==> src/rtl/i2cm_pkg.sv <==
// Shared types and constants for the I2C master bit engine.
// No dependencies; imported by every module of the block.
package i2cm_pkg;

    // Queue depths (defaults for the top-level parameters)
    localparam int I2CM_CMD_Q_DEPTH = 2;
    localparam int I2CM_RES_Q_DEPTH = 2;

    // Raw command kinds on the input beat
    localparam logic [2:0] KIND_NONE  = 3'd0;
    localparam logic [2:0] KIND_START = 3'd1;
    localparam logic [2:0] KIND_STOP  = 3'd2;
    localparam logic [2:0] KIND_WRITE = 3'd3;
    localparam logic [2:0] KIND_READ  = 3'd4;

    // Decoded operation codes
    localparam logic [1:0] OP_START = 2'd0;
    localparam logic [1:0] OP_STOP  = 2'd1;
    localparam logic [1:0] OP_WRITE = 2'd2;
    localparam logic [1:0] OP_READ  = 2'd3;

    // Register indexes
    localparam logic REG_HALF_PERIOD = 1'b0;
    localparam logic REG_ACK_TIMEOUT = 1'b1;

    typedef struct packed {
        logic [2:0] kind;
        logic [7:0] tx_byte;
        logic       ack_to_send;
        logic       sda_in;
    } t_in_item;

    typedef struct packed {
        logic       scl_out;
        logic       sda_release;
        logic       ready_res;
        logic       done_res;
        logic [7:0] rx_byte;
        logic       ack_failed;
    } t_out_item;

    // Classified tick as held in the command queue
    typedef struct packed {
        logic       active;
        logic [1:0] op;
        logic [7:0] tx_byte;
        logic       ack_to_send;
        logic       sda_in;
    } t_cmd;

    typedef struct packed {
        logic       we;
        logic       idx;
        logic [7:0] data;
    } t_cfg_wr;

endpackage

==> src/rtl/i2cm_fifo.sv <==
// Small register FIFO, generic over depth and payload type.
// Uses i2cm_pkg only for a common import; used by front end and top level.
module i2cm_fifo
    import i2cm_pkg::*;
#(
    parameter int  DEPTH = I2CM_CMD_Q_DEPTH,
    parameter type t_data = t_cmd
) (
    input  logic  i_clk,
    input  logic  i_rst_n,
    input  logic  i_wr_en,
    input  t_data i_wr_data,
    output logic  o_full,
    input  logic  i_rd_en,
    output t_data o_rd_data,
    output logic  o_empty
);

    localparam int PTR_W = (DEPTH > 1) ? $clog2(DEPTH) : 1;
    localparam int CNT_W = $clog2(DEPTH + 1);

    t_data            r_mem [DEPTH];
    logic [PTR_W-1:0] r_wr_ptr, n_wr_ptr;
    logic [PTR_W-1:0] r_rd_ptr, n_rd_ptr;
    logic [CNT_W-1:0] r_count, n_count;
    logic             w_wr, w_rd;

    assign o_full    = (r_count == CNT_W'(DEPTH));
    assign o_empty   = (r_count == '0);
    assign w_wr      = i_wr_en && !o_full;
    assign w_rd      = i_rd_en && !o_empty;
    assign o_rd_data = r_mem[r_rd_ptr];

    always_comb begin
        n_wr_ptr = r_wr_ptr;
        n_rd_ptr = r_rd_ptr;
        n_count  = r_count;
        if (w_wr) begin
            n_wr_ptr = (r_wr_ptr == PTR_W'(DEPTH - 1)) ? '0 : r_wr_ptr + 1'b1;
        end
        if (w_rd) begin
            n_rd_ptr = (r_rd_ptr == PTR_W'(DEPTH - 1)) ? '0 : r_rd_ptr + 1'b1;
        end
        if (w_wr && !w_rd) begin
            n_count = r_count + 1'b1;
        end else if (w_rd && !w_wr) begin
            n_count = r_count - 1'b1;
        end
    end

    always_ff @(posedge i_clk) begin
        if (!i_rst_n) begin
            r_wr_ptr <= '0;
            r_rd_ptr <= '0;
            r_count  <= '0;
        end else begin
            r_wr_ptr <= n_wr_ptr;
            r_rd_ptr <= n_rd_ptr;
            r_count  <= n_count;
        end
    end

    always_ff @(posedge i_clk) begin
        if (w_wr) begin
            r_mem[r_wr_ptr] <= i_wr_data;
        end
    end

endmodule

==> src/rtl/i2cm_front.sv <==
// Front end: decodes each input tick into an operation and queues it.
// Depends on i2cm_pkg and i2cm_fifo.
module i2cm_front
    import i2cm_pkg::*;
#(
    parameter int Q_DEPTH = I2CM_CMD_Q_DEPTH
) (
    input  logic     i_clk,
    input  logic     i_rst_n,
    input  logic     i_push,
    input  t_in_item i_item,
    output logic     o_full,
    input  logic     i_take,
    output t_cmd     o_cmd,
    output logic     o_valid
);

    t_cmd w_cmd;
    logic w_empty;

    // unknown kinds become inactive ticks
    always_comb begin
        w_cmd.active      = 1'b1;
        w_cmd.op          = OP_START;
        w_cmd.tx_byte     = i_item.tx_byte;
        w_cmd.ack_to_send = i_item.ack_to_send;
        w_cmd.sda_in      = i_item.sda_in;
        case (i_item.kind)
            KIND_START: w_cmd.op = OP_START;
            KIND_STOP:  w_cmd.op = OP_STOP;
            KIND_WRITE: w_cmd.op = OP_WRITE;
            KIND_READ:  w_cmd.op = OP_READ;
            default:    w_cmd.active = 1'b0;
        endcase
    end

    i2cm_fifo #(
        .DEPTH  (Q_DEPTH),
        .t_data (t_cmd)
    ) u_cmd_q (
        .i_clk     (i_clk),
        .i_rst_n   (i_rst_n),
        .i_wr_en   (i_push),
        .i_wr_data (w_cmd),
        .o_full    (o_full),
        .i_rd_en   (i_take),
        .o_rd_data (o_cmd),
        .o_empty   (w_empty)
    );

    assign o_valid = !w_empty;

endmodule

==> src/rtl/i2cm_engine.sv <==
// Back end: bus phase sequencer, one tick per queued beat, plus config registers.
// Depends on i2cm_pkg.
module i2cm_engine
    import i2cm_pkg::*;
(
    input  logic      i_clk,
    input  logic      i_rst_n,
    input  t_cfg_wr   i_cfg,
    input  logic      i_cmd_valid,
    input  t_cmd      i_cmd,
    input  logic      i_out_full,
    output logic      o_step,
    output t_out_item o_item
);

    localparam logic [3:0] PH_IDLE    = 4'd0;
    localparam logic [3:0] PH_ST_A    = 4'd1;
    localparam logic [3:0] PH_ST_B    = 4'd2;
    localparam logic [3:0] PH_SP_A    = 4'd3;
    localparam logic [3:0] PH_SP_B    = 4'd4;
    localparam logic [3:0] PH_WR_LOW  = 4'd5;
    localparam logic [3:0] PH_WR_HIGH = 4'd6;
    localparam logic [3:0] PH_WR_TAIL = 4'd7;
    localparam logic [3:0] PH_WA_REL  = 4'd8;
    localparam logic [3:0] PH_WA_HIGH = 4'd9;
    localparam logic [3:0] PH_WA_POLL = 4'd10;
    localparam logic [3:0] PH_RD_LOW  = 4'd11;
    localparam logic [3:0] PH_RD_HIGH = 4'd12;
    localparam logic [3:0] PH_RA_LOW  = 4'd13;
    localparam logic [3:0] PH_RA_HIGH = 4'd14;

    logic [7:0] r_half_period, r_ack_timeout;
    logic [3:0] r_phase, n_phase;
    logic [3:0] r_bit, n_bit;
    logic [7:0] r_shift, n_shift;
    logic [7:0] r_delay, n_delay;
    logic [7:0] r_wait, n_wait;
    logic       r_pending, n_pending;
    logic       r_scl, n_scl;
    logic       r_sda, n_sda;
    logic [7:0] r_rx, n_rx;
    logic       r_fail, n_fail;
    logic       n_done;
    logic [7:0] w_hp;

    assign o_step = i_cmd_valid && !i_out_full;
    assign w_hp   = (r_half_period == 8'd0) ? 8'd1 : r_half_period;

    always_comb begin
        n_phase   = r_phase;
        n_bit     = r_bit;
        n_shift   = r_shift;
        n_delay   = r_delay;
        n_wait    = r_wait;
        n_pending = r_pending;
        n_scl     = r_scl;
        n_sda     = r_sda;
        n_rx      = r_rx;
        n_fail    = r_fail;
        n_done    = 1'b0;

        if (r_phase == PH_IDLE) begin
            if (i_cmd.active) begin
                n_fail  = 1'b0;
                n_delay = w_hp;
                case (i_cmd.op)
                    OP_START: begin
                        n_phase = PH_ST_A;
                        n_scl   = 1'b1;
                        n_sda   = 1'b1;
                    end
                    OP_STOP: begin
                        n_phase = PH_SP_A;
                        n_scl   = 1'b0;
                        n_sda   = 1'b0;
                    end
                    OP_WRITE: begin
                        n_shift = i_cmd.tx_byte;
                        n_bit   = 4'd0;
                        n_phase = PH_WR_LOW;
                        n_scl   = 1'b0;
                        n_sda   = i_cmd.tx_byte[7];
                    end
                    default: begin
                        n_shift   = 8'd0;
                        n_bit     = 4'd0;
                        n_pending = i_cmd.ack_to_send;
                        n_phase   = PH_RD_LOW;
                        n_scl     = 1'b0;
                        n_sda     = 1'b1;
                    end
                endcase
            end
        end else if (r_phase == PH_WA_POLL) begin
            if (!i_cmd.sda_in) begin
                n_scl   = 1'b0;
                n_phase = PH_IDLE;
                n_done  = 1'b1;
            end else if (r_wait >= r_ack_timeout) begin
                n_fail  = 1'b1;
                n_phase = PH_SP_A;
                n_scl   = 1'b0;
                n_sda   = 1'b0;
                n_delay = w_hp;
            end else begin
                n_wait = r_wait + 8'd1;
            end
        end else if (r_delay > 8'd1) begin
            n_delay = r_delay - 8'd1;
        end else begin
            n_delay = w_hp;
            case (r_phase)
                PH_ST_A: begin
                    n_phase = PH_ST_B;
                    n_scl   = 1'b1;
                    n_sda   = 1'b0;
                end
                PH_ST_B: begin
                    n_delay = r_delay;
                    n_scl   = 1'b0;
                    n_phase = PH_IDLE;
                    n_done  = 1'b1;
                end
                PH_SP_A: begin
                    n_phase = PH_SP_B;
                    n_scl   = 1'b1;
                    n_sda   = 1'b1;
                end
                PH_SP_B: begin
                    n_delay = r_delay;
                    n_phase = PH_IDLE;
                    n_done  = 1'b1;
                end
                PH_WR_LOW: begin
                    n_phase = PH_WR_HIGH;
                    n_scl   = 1'b1;
                end
                PH_WR_HIGH: begin
                    n_phase = PH_WR_TAIL;
                    n_scl   = 1'b0;
                end
                PH_WR_TAIL: begin
                    n_shift = {r_shift[6:0], 1'b0};
                    n_bit   = r_bit + 4'd1;
                    n_scl   = 1'b0;
                    if (n_bit >= 4'd8) begin
                        n_phase = PH_WA_REL;
                        n_sda   = 1'b1;
                    end else begin
                        n_phase = PH_WR_LOW;
                        n_sda   = r_shift[6];
                    end
                end
                PH_WA_REL: begin
                    n_phase = PH_WA_HIGH;
                    n_scl   = 1'b1;
                    n_sda   = 1'b1;
                end
                PH_WA_HIGH: begin
                    n_delay = r_delay;
                    n_wait  = 8'd0;
                    n_phase = PH_WA_POLL;
                end
                PH_RD_LOW: begin
                    n_phase = PH_RD_HIGH;
                    n_scl   = 1'b1;
                    n_sda   = 1'b1;
                end
                PH_RD_HIGH: begin
                    // sample on the last tick of SCL high
                    n_shift = {r_shift[6:0], i_cmd.sda_in};
                    n_bit   = r_bit + 4'd1;
                    n_scl   = 1'b0;
                    if (n_bit >= 4'd8) begin
                        n_phase = PH_RA_LOW;
                        n_sda   = !r_pending;
                    end else begin
                        n_phase = PH_RD_LOW;
                        n_sda   = 1'b1;
                    end
                end
                PH_RA_LOW: begin
                    n_phase = PH_RA_HIGH;
                    n_scl   = 1'b1;
                end
                PH_RA_HIGH: begin
                    n_delay = r_delay;
                    n_scl   = 1'b0;
                    n_sda   = 1'b1;
                    n_rx    = r_shift;
                    n_phase = PH_IDLE;
                    n_done  = 1'b1;
                end
                default: begin
                    n_delay = r_delay;
                    n_phase = PH_IDLE;
                end
            endcase
        end
    end

    always_comb begin
        o_item.scl_out     = n_scl;
        o_item.sda_release = n_sda;
        o_item.ready_res   = (n_phase == PH_IDLE);
        o_item.done_res    = n_done;
        o_item.rx_byte     = n_rx;
        o_item.ack_failed  = n_fail;
    end

    always_ff @(posedge i_clk) begin
        if (!i_rst_n) begin
            r_half_period <= 8'd2;
            r_ack_timeout <= 8'd250;
        end else if (i_cfg.we) begin
            case (i_cfg.idx)
                REG_HALF_PERIOD: r_half_period <= i_cfg.data;
                REG_ACK_TIMEOUT: r_ack_timeout <= i_cfg.data;
                default: ;
            endcase
        end
    end

    always_ff @(posedge i_clk) begin
        if (!i_rst_n) begin
            r_phase   <= PH_IDLE;
            r_bit     <= 4'd0;
            r_shift   <= 8'd0;
            r_delay   <= 8'd0;
            r_wait    <= 8'd0;
            r_pending <= 1'b0;
            r_scl     <= 1'b1;
            r_sda     <= 1'b1;
            r_rx      <= 8'd0;
            r_fail    <= 1'b0;
        end else if (o_step) begin
            r_phase   <= n_phase;
            r_bit     <= n_bit;
            r_shift   <= n_shift;
            r_delay   <= n_delay;
            r_wait    <= n_wait;
            r_pending <= n_pending;
            r_scl     <= n_scl;
            r_sda     <= n_sda;
            r_rx      <= n_rx;
            r_fail    <= n_fail;
        end
    end

endmodule

==> src/rtl/i2c_master_bit_engine_unit.sv <==
// Top level of the I2C master bit engine: front end, sequencer, result queue.
// Depends on i2cm_pkg, i2cm_fifo, i2cm_front and i2cm_engine.
//
// Each input beat is one bus tick: an optional command (start, stop, write
// byte, read byte) plus the sampled SDA level; every beat yields exactly one
// result beat with SCL, SDA release, ready, done, the last received byte and
// the ack-failure flag. Throughput is one beat per clock while beats are queued and
// the result queue is not full; the sequencer advances its phase, delay and shift
// registers once per beat, and that update sets the rate. A pushed beat is
// registered in the command queue, then in the result queue when the sequencer
// steps. Both queues are Q_DEPTH / OUT_DEPTH entries deep, so a stalled
// consumer back-pressures push through full only once both are filled.
// Config writes are taken whenever the write enable is high and should be
// issued only while no beats are in flight.
module i2c_master_bit_engine_unit
    import i2cm_pkg::*;
#(
    parameter int Q_DEPTH   = I2CM_CMD_Q_DEPTH,
    parameter int OUT_DEPTH = I2CM_RES_Q_DEPTH
) (
    input  logic      i_clk,
    input  logic      i_rst_n,
    input  logic      push,
    output logic      full,
    input  t_in_item  i_in_item,
    output logic      empty,
    input  logic      pop,
    output t_out_item o_out_item,
    input  logic      i_cfg_we,
    input  logic      i_cfg_idx,
    input  logic [7:0] i_cfg_data
);

    localparam int FLIGHT_W = $clog2(Q_DEPTH + OUT_DEPTH + 1);

    t_cmd      w_cmd;
    logic      w_cmd_valid;
    logic      w_step;
    logic      w_out_full;
    t_out_item w_eng_item;
    t_cfg_wr   w_cfg;

    assign w_cfg.we   = i_cfg_we;
    assign w_cfg.idx  = i_cfg_idx;
    assign w_cfg.data = i_cfg_data;

    // front: classify and buffer incoming ticks
    i2cm_front #(
        .Q_DEPTH (Q_DEPTH)
    ) u_front (
        .i_clk   (i_clk),
        .i_rst_n (i_rst_n),
        .i_push  (push),
        .i_item  (i_in_item),
        .o_full  (full),
        .i_take  (w_step),
        .o_cmd   (w_cmd),
        .o_valid (w_cmd_valid)
    );

    // back: one bus tick per beat, stalls only on a full result queue
    i2cm_engine u_engine (
        .i_clk       (i_clk),
        .i_rst_n     (i_rst_n),
        .i_cfg       (w_cfg),
        .i_cmd_valid (w_cmd_valid),
        .i_cmd       (w_cmd),
        .i_out_full  (w_out_full),
        .o_step      (w_step),
        .o_item      (w_eng_item)
    );

    // result queue decouples the sequencer from the consumer
    i2cm_fifo #(
        .DEPTH  (OUT_DEPTH),
        .t_data (t_out_item)
    ) u_res_q (
        .i_clk     (i_clk),
        .i_rst_n   (i_rst_n),
        .i_wr_en   (w_step),
        .i_wr_data (w_eng_item),
        .o_full    (w_out_full),
        .i_rd_en   (pop),
        .o_rd_data (o_out_item),
        .o_empty   (empty)
    );

    // beats in flight, for checking only
    logic [FLIGHT_W-1:0] r_flight;
    logic                w_in_acc, w_out_acc;

    assign w_in_acc  = push && !full;
    assign w_out_acc = pop && !empty;

    always_ff @(posedge i_clk) begin
        if (!i_rst_n) begin
            r_flight <= '0;
        end else if (w_in_acc && !w_out_acc) begin
            r_flight <= r_flight + 1'b1;
        end else if (w_out_acc && !w_in_acc) begin
            r_flight <= r_flight - 1'b1;
        end
    end

    // the two queues together bound the beats held
    a_flight_bound : assert property (@(posedge i_clk) disable iff (!i_rst_n)
        r_flight <= FLIGHT_W'(Q_DEPTH + OUT_DEPTH))
        else $error("more beats in flight than queue space");

    // a finishing command always leaves the engine idle
    a_done_idle : assert property (@(posedge i_clk) disable iff (!i_rst_n)
        w_step && w_eng_item.done_res |-> w_eng_item.ready_res)
        else $error("done without returning to idle");

    // an empty result queue with no queued command means every accepted beat has been delivered
    a_empty_flight : assert property (@(posedge i_clk) disable iff (!i_rst_n)
        empty && !w_cmd_valid |-> r_flight == '0)
        else $error("beat lost between queues");

    a_reset_empty : assert property (@(posedge i_clk)
        !i_rst_n |=> empty)
        else $error("result queue not empty after reset");

endmodule

==> config.mk <==
export PLATFORM = sky130hd
export DESIGN_NAME = i2c_master_bit_engine_unit
export DESIGN_NICKNAME = d
export VERILOG_FILES = /design/src/rtl/i2cm_pkg.sv /design/src/rtl/i2cm_fifo.sv /design/src/rtl/i2cm_front.sv /design/src/rtl/i2cm_engine.sv /design/src/rtl/i2c_master_bit_engine_unit.sv
export SDC_FILE = /design/constraint.sdc
export NUM_CORES = 1
export LEC_CHECK = 0
export ABC_AREA = 1
export BUFFER_PORTS_ARGS = -buffer_cell sky130_fd_sc_hd__buf_4
export CAP_MARGIN = 0
export CORE_MARGIN = 1
export CORE_UTILIZATION = 60
export CTS_BUF_LIST = sky130_fd_sc_hd__clkbuf_8
export DETAILED_ROUTE_END_ITERATION = 8
export HOLD_SLACK_MARGIN = 0.02
export PLACE_DENSITY_LB_ADDON = 0.1
export RECOVER_POWER = 50
export SETUP_SLACK_MARGIN = 0.3
export SLEW_MARGIN = 20
export SYNTH_ARGS = -nofsm -noshare
export SYNTH_HDL_FRONTEND = slang
export SYNTH_SLANG_ARGS = --single-unit
==> constraint.sdc <==
create_clock -name i_clk -period 2.9 [get_ports i_clk]
set_clock_uncertainty 0.15 [all_clocks]
set_input_delay 0.725 -clock i_clk [delete_from_list [all_inputs] [get_ports i_clk]]
set_output_delay 0.725 -clock i_clk [all_outputs]
set_load 0.005 [all_outputs]
* Word level (Yosys, flattened, before mapping)
Memory sizes are Yosys's and may differ from the RTL's. A register that Yosys moved wholly into a read port is not among the register bits.
Cells that the tools add are included.
Widths: inputs -> output; s select.
** Storage, ports and cells
- Register bits :: 68
- Memory bits (writable) :: 52
- Input bits :: 27
- Logic and storage cells :: 199
- Memories kept :: 2
** Memory list
- u_front.u_cmd_q.r_mem :: depth 2, bits a word 13, rd ports 1, clocked after Yosys merged registers in 1, wr ports 1, line i2cm_fifo.sv:22 : t_data r_mem [DEPTH];
- u_res_q.r_mem :: depth 2, bits a word 13, rd ports 1, clocked after Yosys merged registers in 1, wr ports 1, line i2cm_fifo.sv:22
** Operators by class
- Add/sub/neg operators :: 11
- Magnitude comparators :: 3
- Equality and inequality tests :: 31
- Multiplexer cells :: 85
- Bitwise gates (word level) :: 3
- Reduce and logical (&&, ||, !) cells :: 46
** Operators with widths (number)
- $mux 8 :: 21
- $mux 4 :: 13
- $pmux 4 s10 :: 1
- $mux 1 :: 38
- $pmux 8 s2 :: 2
- $eq 4x4->1 const B :: 7
- $reduce_and 6->1 :: 3
- $eq 4x3->1 const B :: 4
- $pmux 4 s3 :: 1
- $ne 2x1->1 const B :: 5
- $logic_and 1x1->1 :: 9
- $logic_not 1->1 :: 9
- $reduce_or 9->1 :: 1
- $add 8x1->8 const B :: 1
- $eq 4x2->1 const B :: 2
- $ge 8x8->1 :: 1
- $gt 8x1->1 const B :: 1
- $logic_not 4->1 :: 2
- $logic_not 8->1 :: 1
- $mux 2 :: 4
- $reduce_bool 2->1 :: 4
- $reduce_or 4->1 :: 2
- $sub 8x1->8 const B :: 1
- $eq 2x2->1 const B :: 3
- 28 further kinds :: 43

* Longest topological paths before layout
Gate-level depths: netlist (run 1).
- Depth in word-level cells :: 8
- Depth in mapped cells :: 15

* Hierarchy
A second synthesis (run 1) with hierarchy kept.
** Second synthesis, totals
- Cells, all modules :: 748
- Area, all modules :: 6169.7 sq um
** By module, submodules not included
- i2cm_engine :: times used 1, cells each 576, area an instance 3733.6 sq um
- i2cm_fifo :: times used 2, cells each 78, area an instance 1186.1 sq um
- i2cm_front :: times used 1, cells each 16, area an instance 63.8 sq um

* Worst setup path after synthesis (run 1)
OpenSTA, ideal clock, no wires.
- Path kind :: register to register
- Start point :: reg u_front.u_cmd_q.r_count[0]
- End point :: mem u_res_q.r_mem[1][0] (netlist name), enable pin
- Arrival time :: 1.491 ns
- Required time :: 2.366 ns
- Path slack :: 0.875 ns
- Cell stages (with the launch flop) :: 5
- Buffers on the path :: 2
- Period minus slack after synthesis :: 2.025 ns
- Path through :: dfxtp_1 o22ai_1 buf_2 clkbuf_1 nor2_1
** On the way
- Word-level cells in the longest chain between the ends :: 6
** Ends and longest elaborated chain
- from (decl) :: line i2cm_fifo.sv:25 : logic [CNT_W-1:0] r_count, n_count;
- from (signal assigned) :: line i2cm_fifo.sv:59 : r_count <= n_count;
- $logic_not 2->1 :: line i2cm_fifo.sv:29 : assign o_empty = (r_count == '0);
- $logic_not 1->1 :: line i2cm_front.sv:51 : assign o_valid = !w_empty;
- $logic_and 1x1->1 :: line i2cm_engine.sv:46 : assign o_step = i_cmd_valid && !i_out_full;
- $logic_and 1x1->1 :: line i2cm_fifo.sv:30 : assign w_wr = i_wr_en && !o_full;
- $mux 1 :: line i2cm_fifo.sv:64 : if (w_wr) begin
- $mux 1 (not written as such) :: line i2cm_fifo.sv:65 : r_mem[r_wr_ptr] <= i_wr_data;
- to (decl) :: line i2cm_fifo.sv:22
Every way passes these cells.

* Worst setup path after layout (run 1)
- Start point :: reg u_engine.r_phase[1]
- End point :: reg u_engine.r_shift[6]
** On the way
- Word-level cells in the longest chain between the ends :: 3
** Ends and longest elaborated chain
- from (decl) :: line i2cm_engine.sv:33 : logic [3:0] r_phase, n_phase;
- from (signal assigned) :: line i2cm_engine.sv:237 : r_phase <= n_phase;
- $eq 4x4->1 (tied with other cells) :: line i2cm_engine.sv:94 : end else if (r_phase == PH_WA_POLL) begin
- $ne 2x1->1 (no source line) (tied with other cells)
- $reduce_and 6->1 (no source line)
- to (signal assigned) :: line i2cm_engine.sv:239 : r_shift <= n_shift;
- to (decl) :: line i2cm_engine.sv:35 : logic [7:0] r_shift, n_shift;
Several ways; a longest one is shown, not always the timed one.
A chain may end at the register's enable or synchronous reset.

==> results of run 1 <==
sequential cells by signal, summed over array words and instances (netlist names), 2 cells and up, named ones only:
signal and count:
u_res_q.r_mem 26, u_engine.r_shift 8, u_engine.r_half_period 8, u_res_q.r_count 2, u_engine.r_rx 8, u_engine.r_wait 8, u_engine.r_delay 8, u_front.u_cmd_q.r_count 2
u_engine.r_ack_timeout 8, u_front.u_cmd_q.r_mem 26, u_engine.r_phase 4, u_engine.r_bit 4
critical path: stages (launching register included):
cell and delay (ns):
dfxtp_1 0.60, nand2_1 0.23, nor2_2 0.25, nor2_1 0.12, nor2_1 0.13, nand3_2 0.12
nand2_2 0.22, inv_1 0.19, nor2_1 0.15, nor2_1 0.06
per-stage QoR:
step                hold WS (ns)  instance area, sq um  utilization
finish                     0.323                  6920        0.705
global route               0.322                  6920        0.705
CTS                        0.308                  6940        0.706
detailed placement         0.313                  6530        0.665
global placement           0.284                  6530        0.665
floorplan                  0.276                  6090            -
cells in the mapped netlist, drive strengths merged, types with 7 or more instances:
cell    number
a21oi       56
buf         10
clkbuf      10
dfxtp       70
edfxtp      52
ha          14
inv         89
mux2        13
mux2i        7
nand2      154
nand3       33
nand3b       8
nand4       10
nor2       107
o21ai       72
xor2         8
layout make-up:
class,count,area share
tap,133,0.0240
sequential,122,0.428
inverter,91,0.0499
timing repair buffer,48,0.0493
multi-input combinational,505,0.389
clock buffer,17,0.0338
clock inverter,15,0.0255
final timing paths:
kind | startpoint | to | slack [ns] | cells after the start
worst max-delay path | u_engine.r_phase[1]$_SDFFE_PN0P_ | u_engine.r_shift[6]$_SDFFE_PN0P_ | 0.56 | 9
worst min-delay path | u_engine.r_half_period[4]$_SDFFE_PN0P_ | u_engine.r_half_period[4]$_SDFFE_PN0P_ | 0.32 | 2
worst max register to register | u_engine.r_phase[1]$_SDFFE_PN0P_ | u_engine.r_shift[6]$_SDFFE_PN0P_ | 0.56 | 9
worst min register to register | u_engine.r_half_period[4]$_SDFFE_PN0P_ | u_engine.r_half_period[4]$_SDFFE_PN0P_ | 0.32 | 2
power groups by stage:
stage          clock, W  sequential [W]  combinational (W)
2_1_floorplan         0         0.00251            0.00205
5_1_grt         0.00166         0.00263            0.00313
3_5_place_dp          0         0.00261            0.00275
4_1_cts         0.00158         0.00257            0.00278
6_report        0.00155         0.00257            0.00280
3_3_place_gp          0         0.00259            0.00268
cells by family after synthesis:
kind of cell	after synthesis	synth area share
mux	20	0.0355
simple gates	318	0.237
xor+xnor	12	0.0172
compound gates	141	0.122
fa+ha+maj	14	0.0287
flops	122	0.486
buf+inv	111	0.0733
what timing repair did:
action / in CTS / in global routing
gates resized for setup: 0 / 2
endpoints found under the setup margin: 0 / 30
hold buffers: 0 / 0
routing by layer:
layer	share of wire	vias up
li1	-	2546
met1	0.48	2258
met2	0.45	123
met3	0.050	19
met4	0.016	0
met5	0	-
==> results.md, run 1 <==
* Post-Syn Instances at 738
* DR iter-0 viols at about 370
* Final HPWL DP at between 9 and 10 mm
* Netlist cell types at 40
* Die area at between 10000 and 15000 sq um
* VDD IR-drop max at between 0.0004 and 0.0005 V
* Setup crit end kind: flop
* Routed wire length per instance at ~14 microns
* Post-CTS Setup Inserts at 0
* Worst-path clk slew at about 0.080 ns
* Clock Path Buffers at 2
* Post-place setup slack at 0.511 ns
* Chip height at around 100 microns
* Vias/cell at ~5.3
* Post-synth EDFFs at 52
* Top_reg_cell synth: dfxtp_1
* Post-synth ARST share at 0
* Worst Setup Slack, final at around 0.56 ns
* Synth Register Bits at 122
* Avg Inst Size Synth at 8.26 sq um
* Num ports at 42
* Dpl cells at roughly 900
* Clk_lat worst skew at roughly 0.43 ns
* Clk sinks at between 100 and 150
* # nets final at 826
* Grt met3 use at 0.0563
* Switching Power at around 0.0027 W
* DRC Markers at 0
* First-pass GRT wire length at roughly 21 mm
* Most common cell after layout, fill and taps aside: nand2_1
* Met2 usage at 0.402
* Internal power at approximately 0.0042 W
* DR vias at approximately 4900
* Hold crit path type: flop to flop
* Layout Cells excl Fill at 931
* Crit start category: flop
* Antenna viol nets, final at 0
* Critical path class: flop to flop
* Post-Syn Area at ~6100 sq um
* Sw Share at 0.394
* # setup viols final at 0
* Num CTS Buffers at 17
* Initial antenna violation count at 0
* MaxCap Viol Count at 0
* Final Critical Period at around 2.3 ns
* Grt ovf at 0
* Row count at 36
* Final Hold Viols at 0
* Largest net degree at the start of global routing at just over 40
* Clock power share at 0.224
* GRT Max-Usage Layer: met2
* Max_slew headroom at 0.510
* Fillers at a little over 800
* Reg power frac at 0.372
* Yosys warns at 0
* Total GRT Usage at 0.260
* Root buffer cell: clkbuf_8
* Port buffer count at 41
* Yosys top cell by area: edfxtp_1
* PD cells at roughly 1000 nW/um^2
* Area grow syn2layout at 13.6%
* Total Power at around 0.007 W
* Synth top area share at 0.256
* Ranking of synthesized cells by area: edfxtp_1 (26%), dfxtp_1 (23%), nand2_1 (8.9%)
* CTS tree: done
* Sequential area share after synthesis at 0.486
* Total negative setup slack at 0 ns
* Status: finished, final reports clean
* FMAX at around 0.43 GHz
* Worst Path Arrival at around 2.5 ns
* Final Max Tran Viols at 0
* Most frequent cells in the layout: nand2_1 (143), nor2_1 (92), inv_1 (82), dfxtp_1 (69), o21ai_0 (65)
* Post-route clock period utilization at 0.806
* Routing usage on met1 at 0.361
* WP data required at 3.07 ns
* DR pass1 iterations at 5
* GP Congestion at approximately 0.92
* Synth Net Count at about 780
* RSZ-0062 raised after global routing: no
* Multi-input gate area at between 2000 and 3000 sq um
* Seq. cell area at slightly below 3000 sq um
* CP Max Fanout at 15
* Core area at about 9800 sq um
* Vias in the first global route at 4489
* Pleak at around 3 nW
* Die W at between 100 and 150 microns
* Slew @ Worst Pin at 0.735 ns
* Comb power frac at 0.404
* Diodes inserted at 0
* Initial Util at 0.621
* Routed wire length at about 13 mm
* CTS H-tree lvls at 4
* Share of cells above drive strength 1 at 0.162
(Power assumes the default switching activity.)
==> inputs of run 2 (changes only) <==
==> constraint.sdc (replaced) <==
create_clock -name i_clk -period 2.4 [get_ports i_clk]
set_clock_uncertainty 0.15 [all_clocks]
set_input_delay 0.6 -clock i_clk [delete_from_list [all_inputs] [get_ports i_clk]]
set_output_delay 0.6 -clock i_clk [all_outputs]
set_load 0.005 [all_outputs]
==> run 2 against run 1 <==
  * Register-to-register slack got worse by 0.30 ns
  * Combinational power is 40% higher
  * Sequential power increased by 22%
  * Final area grew 8.2%
  * Utilization grew 5.8 points
==> results.md, run 2 (synthesis gave the netlist of run 1 again) <==
* RR Endpoint: u_engine.r_delay[5]$_SDFFE_PN0P_ (was u_engine.r_shift[6]$_SDFFE_PN0P_)
* Final HPWL DP at 9.42 mm (was 9.27 mm)
* DRC Markers at 0 (unchanged)
* R2R depth at 11 (was 9)
* DR pass1 iterations at 8 (was 5)
* DR iter-0 viols at 273 (was 368)
* Worst-path clk slew at 0.08 ns (about the same)
* Slew @ Worst Pin at 1.17 ns (was 0.735 ns)
* Chip height at 103 microns (unchanged)
* Die area at 10600 sq um (unchanged)
* Area grow syn2layout at 22.9% (was 13.6%)
* VDD IR-drop max at 0.000586 V (was 0.000473 V)
* Core area at 9820 sq um (unchanged)
* Reg2reg start: u_engine.r_ack_timeout[5]$_SDFFE_PN1P_ (was u_engine.r_phase[1]$_SDFFE_PN0P_)
* Routed wire length per instance at 14.4 microns (was 13.8 microns)
* RSZ-0062 raised after global routing: yes (was no)
* MaxCap Viol Count at 0 (unchanged)
* CTS H-tree lvls at 4 (unchanged)
* Cell area after layout at 7490 sq um (was 6920 sq um)
* Placed instance area at 6600 sq um (was 6530 sq um)
* Total GRT Usage at 0.266 (was 0.260)
* Clk_lat worst skew at 0.44 ns (was 0.43 ns)
* Share of cells above drive strength 1 at 0.247 (was 0.162)
* Antenna viol nets, final at 0 (unchanged)
* Clock Path Buffers at 2 (unchanged)
* Hold buffers post-CTS at 0 (unchanged)
* # setup viols final at 0 (unchanged)
* GP Congestion at 0.881 (was 0.923)
* Final Max Tran Viols at 0 (unchanged)
* Grt ovf at 0 (unchanged)
* Routed wire length at 13.8 mm (was 12.9 mm)
* PD cells at 1190 nW/um^2 (was 999 nW/um^2)
* CP Max Fanout at 6 (was 15)
* Die W at 103 microns (unchanged)
* Port buffer count at 41 (unchanged)
* Worst Setup Slack, final at 0.266 ns (was 0.561 ns)
* Critical path class: flop to primary output (was flop to flop)
* Reg2Reg Setup Slack at 0.27 ns (was 0.56 ns)
* WP data required at 1.65 ns (was 3.07 ns)
* Root buffer cell: clkbuf_8 (unchanged)
* Total Power at 0.00888 W (was 0.00692 W)
* Vias in the first global route at 4724 (was 4489)
* Post-route clock period utilization at 0.889
* Max_slew headroom at 0.223 (was 0.510)
* DR vias at 5185 (was 4946)
* CTS tree: done (unchanged)
* Pleak at 3.20 nW (was 3.00 nW)
* Seq. cell area at 2990 sq um (was 2960 sq um)
* Multi-input gate area at 2960 sq um (was 2690 sq um)
* Total negative setup slack at 0 ns (unchanged)
* Status: finished, final reports clean (unchanged)
* Top Registers: u_front.u_cmd_q.r_mem x26, u_res_q.r_mem x26 (unchanged)
* Num CTS Buffers at 17 (unchanged)
* Clk sinks at 122 (unchanged)
* Worst Path Arrival at 1.38 ns (was 2.51 ns)
* Row count at 36 (unchanged)
* Initial Util at 0.621 (unchanged)
* First-pass GRT wire length at 21.5 mm (was 20.9 mm)
* Num ports at 42 (unchanged)
* Final Critical Period at 2.13 ns
* Final Hold Viols at 0 (unchanged)
* # nets final at 855 (was 826)
* Crit start category: flop (unchanged)
* FMAX at 0.469 GHz
* Hold crit path type: input pin to flop (was flop to flop)
* Fillers at 734 (was 813)
* Largest net degree at the start of global routing at 29 (was 41)
* Most common cell after layout, fill and taps aside: nand2_1 (unchanged)
* Setup crit end: o_out_item[9] (was u_engine.r_shift[6]$_SDFFE_PN0P_)
* Vias/cell at 5.40 (was 5.31)
* Most frequent cells in the layout: nand2_1 (140), nor2_1 (79), inv_1 (71), o21ai_0 (62), a21oi_1 (56) (was nand2_1 (143), nor2_1 (92), inv_1 (82), dfxtp_1 (69), o21ai_0 (65))
* Post-place setup slack at 0.102 ns (was 0.511 ns)
* Setup crit end kind: primary output (was flop)
* Initial antenna violation count at 0 (unchanged)
* Diodes inserted at 0 (unchanged)
* Final Core Density at 0.763 (was 0.705)
run 2: repair_timing:
item | CTS | global route
hold endpoints to repair | 0 | 0
buffers inserted | 7 | 11
gates resized for setup | 39 | 66
setup endpoints to repair | 69 | 71
pin swaps | 4 | 18
gates cloned | 1 | 0
run 2: final cells by class:
class,instances,area share
sequential,122,0.399
multi-input combinational,506,0.395
timing repair buffer,76,0.0832
clock buffer,19,0.0349
inverter,91,0.0473
clock inverter,13,0.0192
tap,133,0.0222
run 2: worst max-delay path, cell delays in order, from the launching register on:
cell	delay, ns
dfxtp_4	0.38
buf_8	0.14
mux2_4	0.31
buf_6	0.12
run 2: worst min path at each step:
stage                                                      from                                    end  cells after the start  slack (ns)
after global routing                               i_in_item[8]  u_front.u_cmd_q.r_mem[0][8]$_DFFE_PP_                      1        0.20
after floorplan           u_front.u_cmd_q.r_rd_ptr$_SDFFE_PN0P_                                   flop                      1        0.28
after global placement    u_front.u_cmd_q.r_rd_ptr$_SDFFE_PN0P_  u_front.u_cmd_q.r_rd_ptr$_SDFFE_PN0P_                      1        0.29
after detailed placement  u_front.u_cmd_q.r_rd_ptr$_SDFFE_PN0P_  u_front.u_cmd_q.r_rd_ptr$_SDFFE_PN0P_                      1        0.30
after CTS                                          i_in_item[5]  u_front.u_cmd_q.r_mem[0][5]$_DFFE_PP_                      1        0.18
final                                              i_in_item[7]  u_front.u_cmd_q.r_mem[1][7]$_DFFE_PP_                      1        0.21
run 2: report_power, final:
part           total [W]  leakage (nW)  switching (W)  internal, W
sequential       0.00313          1.07       0.000295      0.00283
combinational    0.00391          1.94        0.00234      0.00157
clock            0.00184         0.195       0.000861     0.000983
total            0.00888          3.20        0.00349      0.00538
run 2: routing by layer:
| metal | GRT usage | part of all wire | up-vias |
|---|---|---|---|
| li1 | - | - | 2592 |
| met1 | 0.350 | 0.45 | 2404 |
| met2 | 0.441 | 0.48 | 169 |
| met3 | 0.0495 | 0.052 | 20 |
| met4 | 0.0964 | 0.013 | 0 |
| met5 | 0 | 0 | - |
run 2: per-stage QoR:
stage	std cells	hold slack, ns
2_1_floorplan	738	0.276
3_3_place_gp	909	0.290
3_5_place_dp	909	0.295
4_1_cts	949	0.184
5_1_grt	960	0.203
6_report	960	0.212
==> inputs of run 3 (changes only) <==
--- a/config.mk
+++ b/config.mk
@@ -9,7 +9,7 @@
 export BUFFER_PORTS_ARGS = -buffer_cell sky130_fd_sc_hd__buf_4
 export CAP_MARGIN = 0
 export CORE_MARGIN = 1
-export CORE_UTILIZATION = 60
+export CORE_UTILIZATION = 57
 export CTS_BUF_LIST = sky130_fd_sc_hd__clkbuf_8
 export DETAILED_ROUTE_END_ITERATION = 8
 export HOLD_SLACK_MARGIN = 0.02
==> constraint.sdc (replaced) <==
create_clock -name i_clk -period 1.7 [get_ports i_clk]
set_clock_uncertainty 0.15 [all_clocks]
set_input_delay 0.425 -clock i_clk [delete_from_list [all_inputs] [get_ports i_clk]]
set_output_delay 0.425 -clock i_clk [all_outputs]
set_load 0.005 [all_outputs]
==> run 3 against run 2 <==
  * The flow now finishes with violations (setup timing)
  * Combinational power grew to 2.7 times the previous value
  * Worst setup slack worse by 0.82 ns
  * Final area is 31% higher
  * Sequential share of layout area is 9.1 points lower
  * Cell count is 16% higher
  * Sequential power is 48% higher
  * Utilization is 19 points higher
  * Clock power is 38% higher
  * Power is 100% higher
==> results.md, run 3 (synthesis gave the netlist of run 1 again) <==
* Status: complete, but fails checks (was finished, final reports clean)
* Failing checks: setup timing
* Final HPWL DP at 10.9 mm (was 9.42 mm)
* GP Congestion at 0.930 (was 0.881)
* Area grow syn2layout at 61.0% (was 22.9%)
* Routed wire length per instance at 24.8 microns (was 14.4 microns)
* CTS H-tree lvls at 4 (unchanged)
* Most common cell after layout, fill and taps aside: buf_4 (was nand2_1)
* Total negative setup slack at -29.91 ns (was 0 ns)
* Routed wire length at 27.6 mm (was 13.8 mm)
* Worst-path clk slew at 0.08 ns (about the same)
* Core area at 10300 sq um (was 9820 sq um)
* DR iter-0 viols at 1028 (was 273)
* Post-place setup slack at -0.349 ns (was 0.102 ns)
* Top Registers: u_front.u_cmd_q.r_mem x26, u_res_q.r_mem x26 (unchanged)
* Crit start category: flop (unchanged)
* Share of cells above drive strength 1 at 0.483 (was 0.247)
* PD cells at 1820 nW/um^2 (was 1190 nW/um^2)
* Hold crit path type: input pin to flop (unchanged)
* Final Critical Period at between 2 and 2.5 ns
* Clk sinks at 122 (unchanged)
* DR pass1 iterations at 7 (was 8)
* Clock Path Buffers at 2 (unchanged)
* Slew @ Worst Pin at 0.484 ns (was 1.17 ns)
* DR vias at 7247 (was 5185)
* Post-route clock period utilization at 1.32
* Placed instance area at 7680 sq um (was 6600 sq um)
* Grt ovf at 0 (unchanged)
* Die area at 11100 sq um (was 10600 sq um)
* FMAX at roughly 0.44 GHz
* Worst-path cell chain: inv_2, ha_4, nand2_4, nor2_4, nand4_1, nand3_4, nor2_4, buf_6, nor3_4, nor2_1, nor2_1 (was buf_8, mux2_4, buf_6)
* # setup viols final at 114 (was 0)
* Clk_lat worst skew at 0.47 ns (was 0.44 ns)
* Most frequent cells in the layout: buf_4 (136), nand2_1 (115), nor2_1 (64), inv_1 (64), edfxtp_1 (52) (was nand2_1 (140), nor2_1 (79), inv_1 (71), o21ai_0 (62), a21oi_1 (56))
* VDD IR-drop max at 0.00123 V (was 0.000586 V)
* Worst Path Arrival at 2.47 ns (was 1.38 ns)
* Initial Util at 0.590 (was 0.621)
* Total Power at 0.0179 W (was 0.00888 W)
* Critical path class: flop to flop (was flop to primary output)
* Worst Setup Slack, final at -0.549 ns (was 0.266 ns)
* Vias/cell at 6.50 (was 5.40)
* Port buffer count at 41 (unchanged)
* Largest net degree at the start of global routing at 40 (was 29)
* Cell area after layout at 9810 sq um (was 7490 sq um)
* Num CTS Buffers at 17 (unchanged)
* Antenna viol nets, final at 0 (unchanged)
* DRC Markers at 0 (unchanged)
* Final Max Tran Viols at 0 (unchanged)
* Root buffer cell: clkbuf_8 (unchanged)
* Initial antenna violation count at 0 (unchanged)
* Final Hold Viols at 0 (unchanged)
* CTS tree: done (unchanged)
* RSZ-0062 raised after global routing: yes (unchanged)
* CP Max Fanout at 8 (was 6)
* Row count at 37 (was 36)
* Pleak at 4.32 nW (was 3.20 nW)
* WP data required at 1.92 ns (was 1.65 ns)
* MaxCap Viol Count at 0 (unchanged)
* Vias in the first global route at 6192 (was 4724)
* Chip height at 105 microns (was 103 microns)
* Hold WS at 0.0770 ns (was 0.212 ns)
* # nets final at 1007 (was 855)
* Slowest stage cell, crit path: dfxtp_2 (was dfxtp_4)
* Num ports at 42 (unchanged)
* Max_slew headroom at 0.677 (was 0.223)
* Setup crit end kind: flop (was primary output)
* Die W at 105 microns (was 103 microns)
* Total GRT Usage at 0.363 (was 0.266)
* First-pass GRT wire length at 30.7 mm (was 21.5 mm)
* Diodes inserted at 0 (unchanged)
* Fillers at 258 (was 734)
* Worst path max stage delay at 0.34 ns (was 0.38 ns)
run 3: area by class of cell:
cell class	count	area, sq um	area share
repair buffers	228	2180	0.223
flip-flops and latches	122	3020	0.307
well taps	136	170	0.0173
clock buffers	17	234	0.0238
inverters	91	387	0.0394
clock inverters	15	129	0.0131
multi-input cells	506	3690	0.376
run 3: per-stage QoR:
| stage | util | instances |
|---|---|---|
| after global placement | 0.744 | 1014 |
| after global routing | 0.951 | 1115 |
| after CTS | 0.893 | 1097 |
| after floorplan | - | 738 |
| after detailed placement | 0.744 | 1014 |
| final | 0.951 | 1115 |
run 3: report_power, final:
| group | internal [W] | switching (W) |
|---|---|---|
| sequential | 0.00403 | 0.000590 |
| combinational | 0.00492 | 0.00581 |
| clock | 0.00115 | 0.00139 |
| total | 0.0101 | 0.00779 |
run 3: final timing paths:
| kind | start | to | slack [ns] | cells past startpoint |
|---|---|---|---|---|
| min | i_cfg_data[7] | u_engine.r_ack_timeout[7]$_SDFFE_PN1P_ | 0.08 | 3 |
| max reg2reg | u_engine.r_ack_timeout[7]$_SDFFE_PN1P_ | u_engine.r_delay[5]$_SDFFE_PN0P_ | -0.55 | 11 |
| max | u_engine.r_ack_timeout[7]$_SDFFE_PN1P_ | u_engine.r_delay[5]$_SDFFE_PN0P_ | -0.55 | 11 |
| min reg2reg | u_engine.r_half_period[2]$_SDFFE_PN0P_ | u_engine.r_half_period[2]$_SDFFE_PN0P_ | 0.35 | 2 |
run 3: worst max-delay path: cells and delay by family, from the launching register on:
family	cells	cell delay, ns
buf+inv	2	0.18
flops	1	0.34
simple gates	8	1.18
fa+ha+maj	1	0.29
run 3: layer usage:
layer  vias up  part of all wire  routed length (microns)  global-route usage
met2       713              0.47                    12900               0.655
met1      3319              0.32                     8950               0.404
met4         0              0.10                     2780               0.179
met5         -                 0                        0                   0
li1       2917                 -                        -                   -
met3       298              0.11                     2930              0.0742
run 3: what timing repair did:
action | in CTS | in global routing
endpoints found under the hold margin | 20 | 0
hold buffers | 10 | 0
endpoints found under the setup margin | 118 | 145
setup buffers | 35 | 18
pin swaps | 42 | 54
resized for setup | 178 | 132
gates cloned | 6 | 0
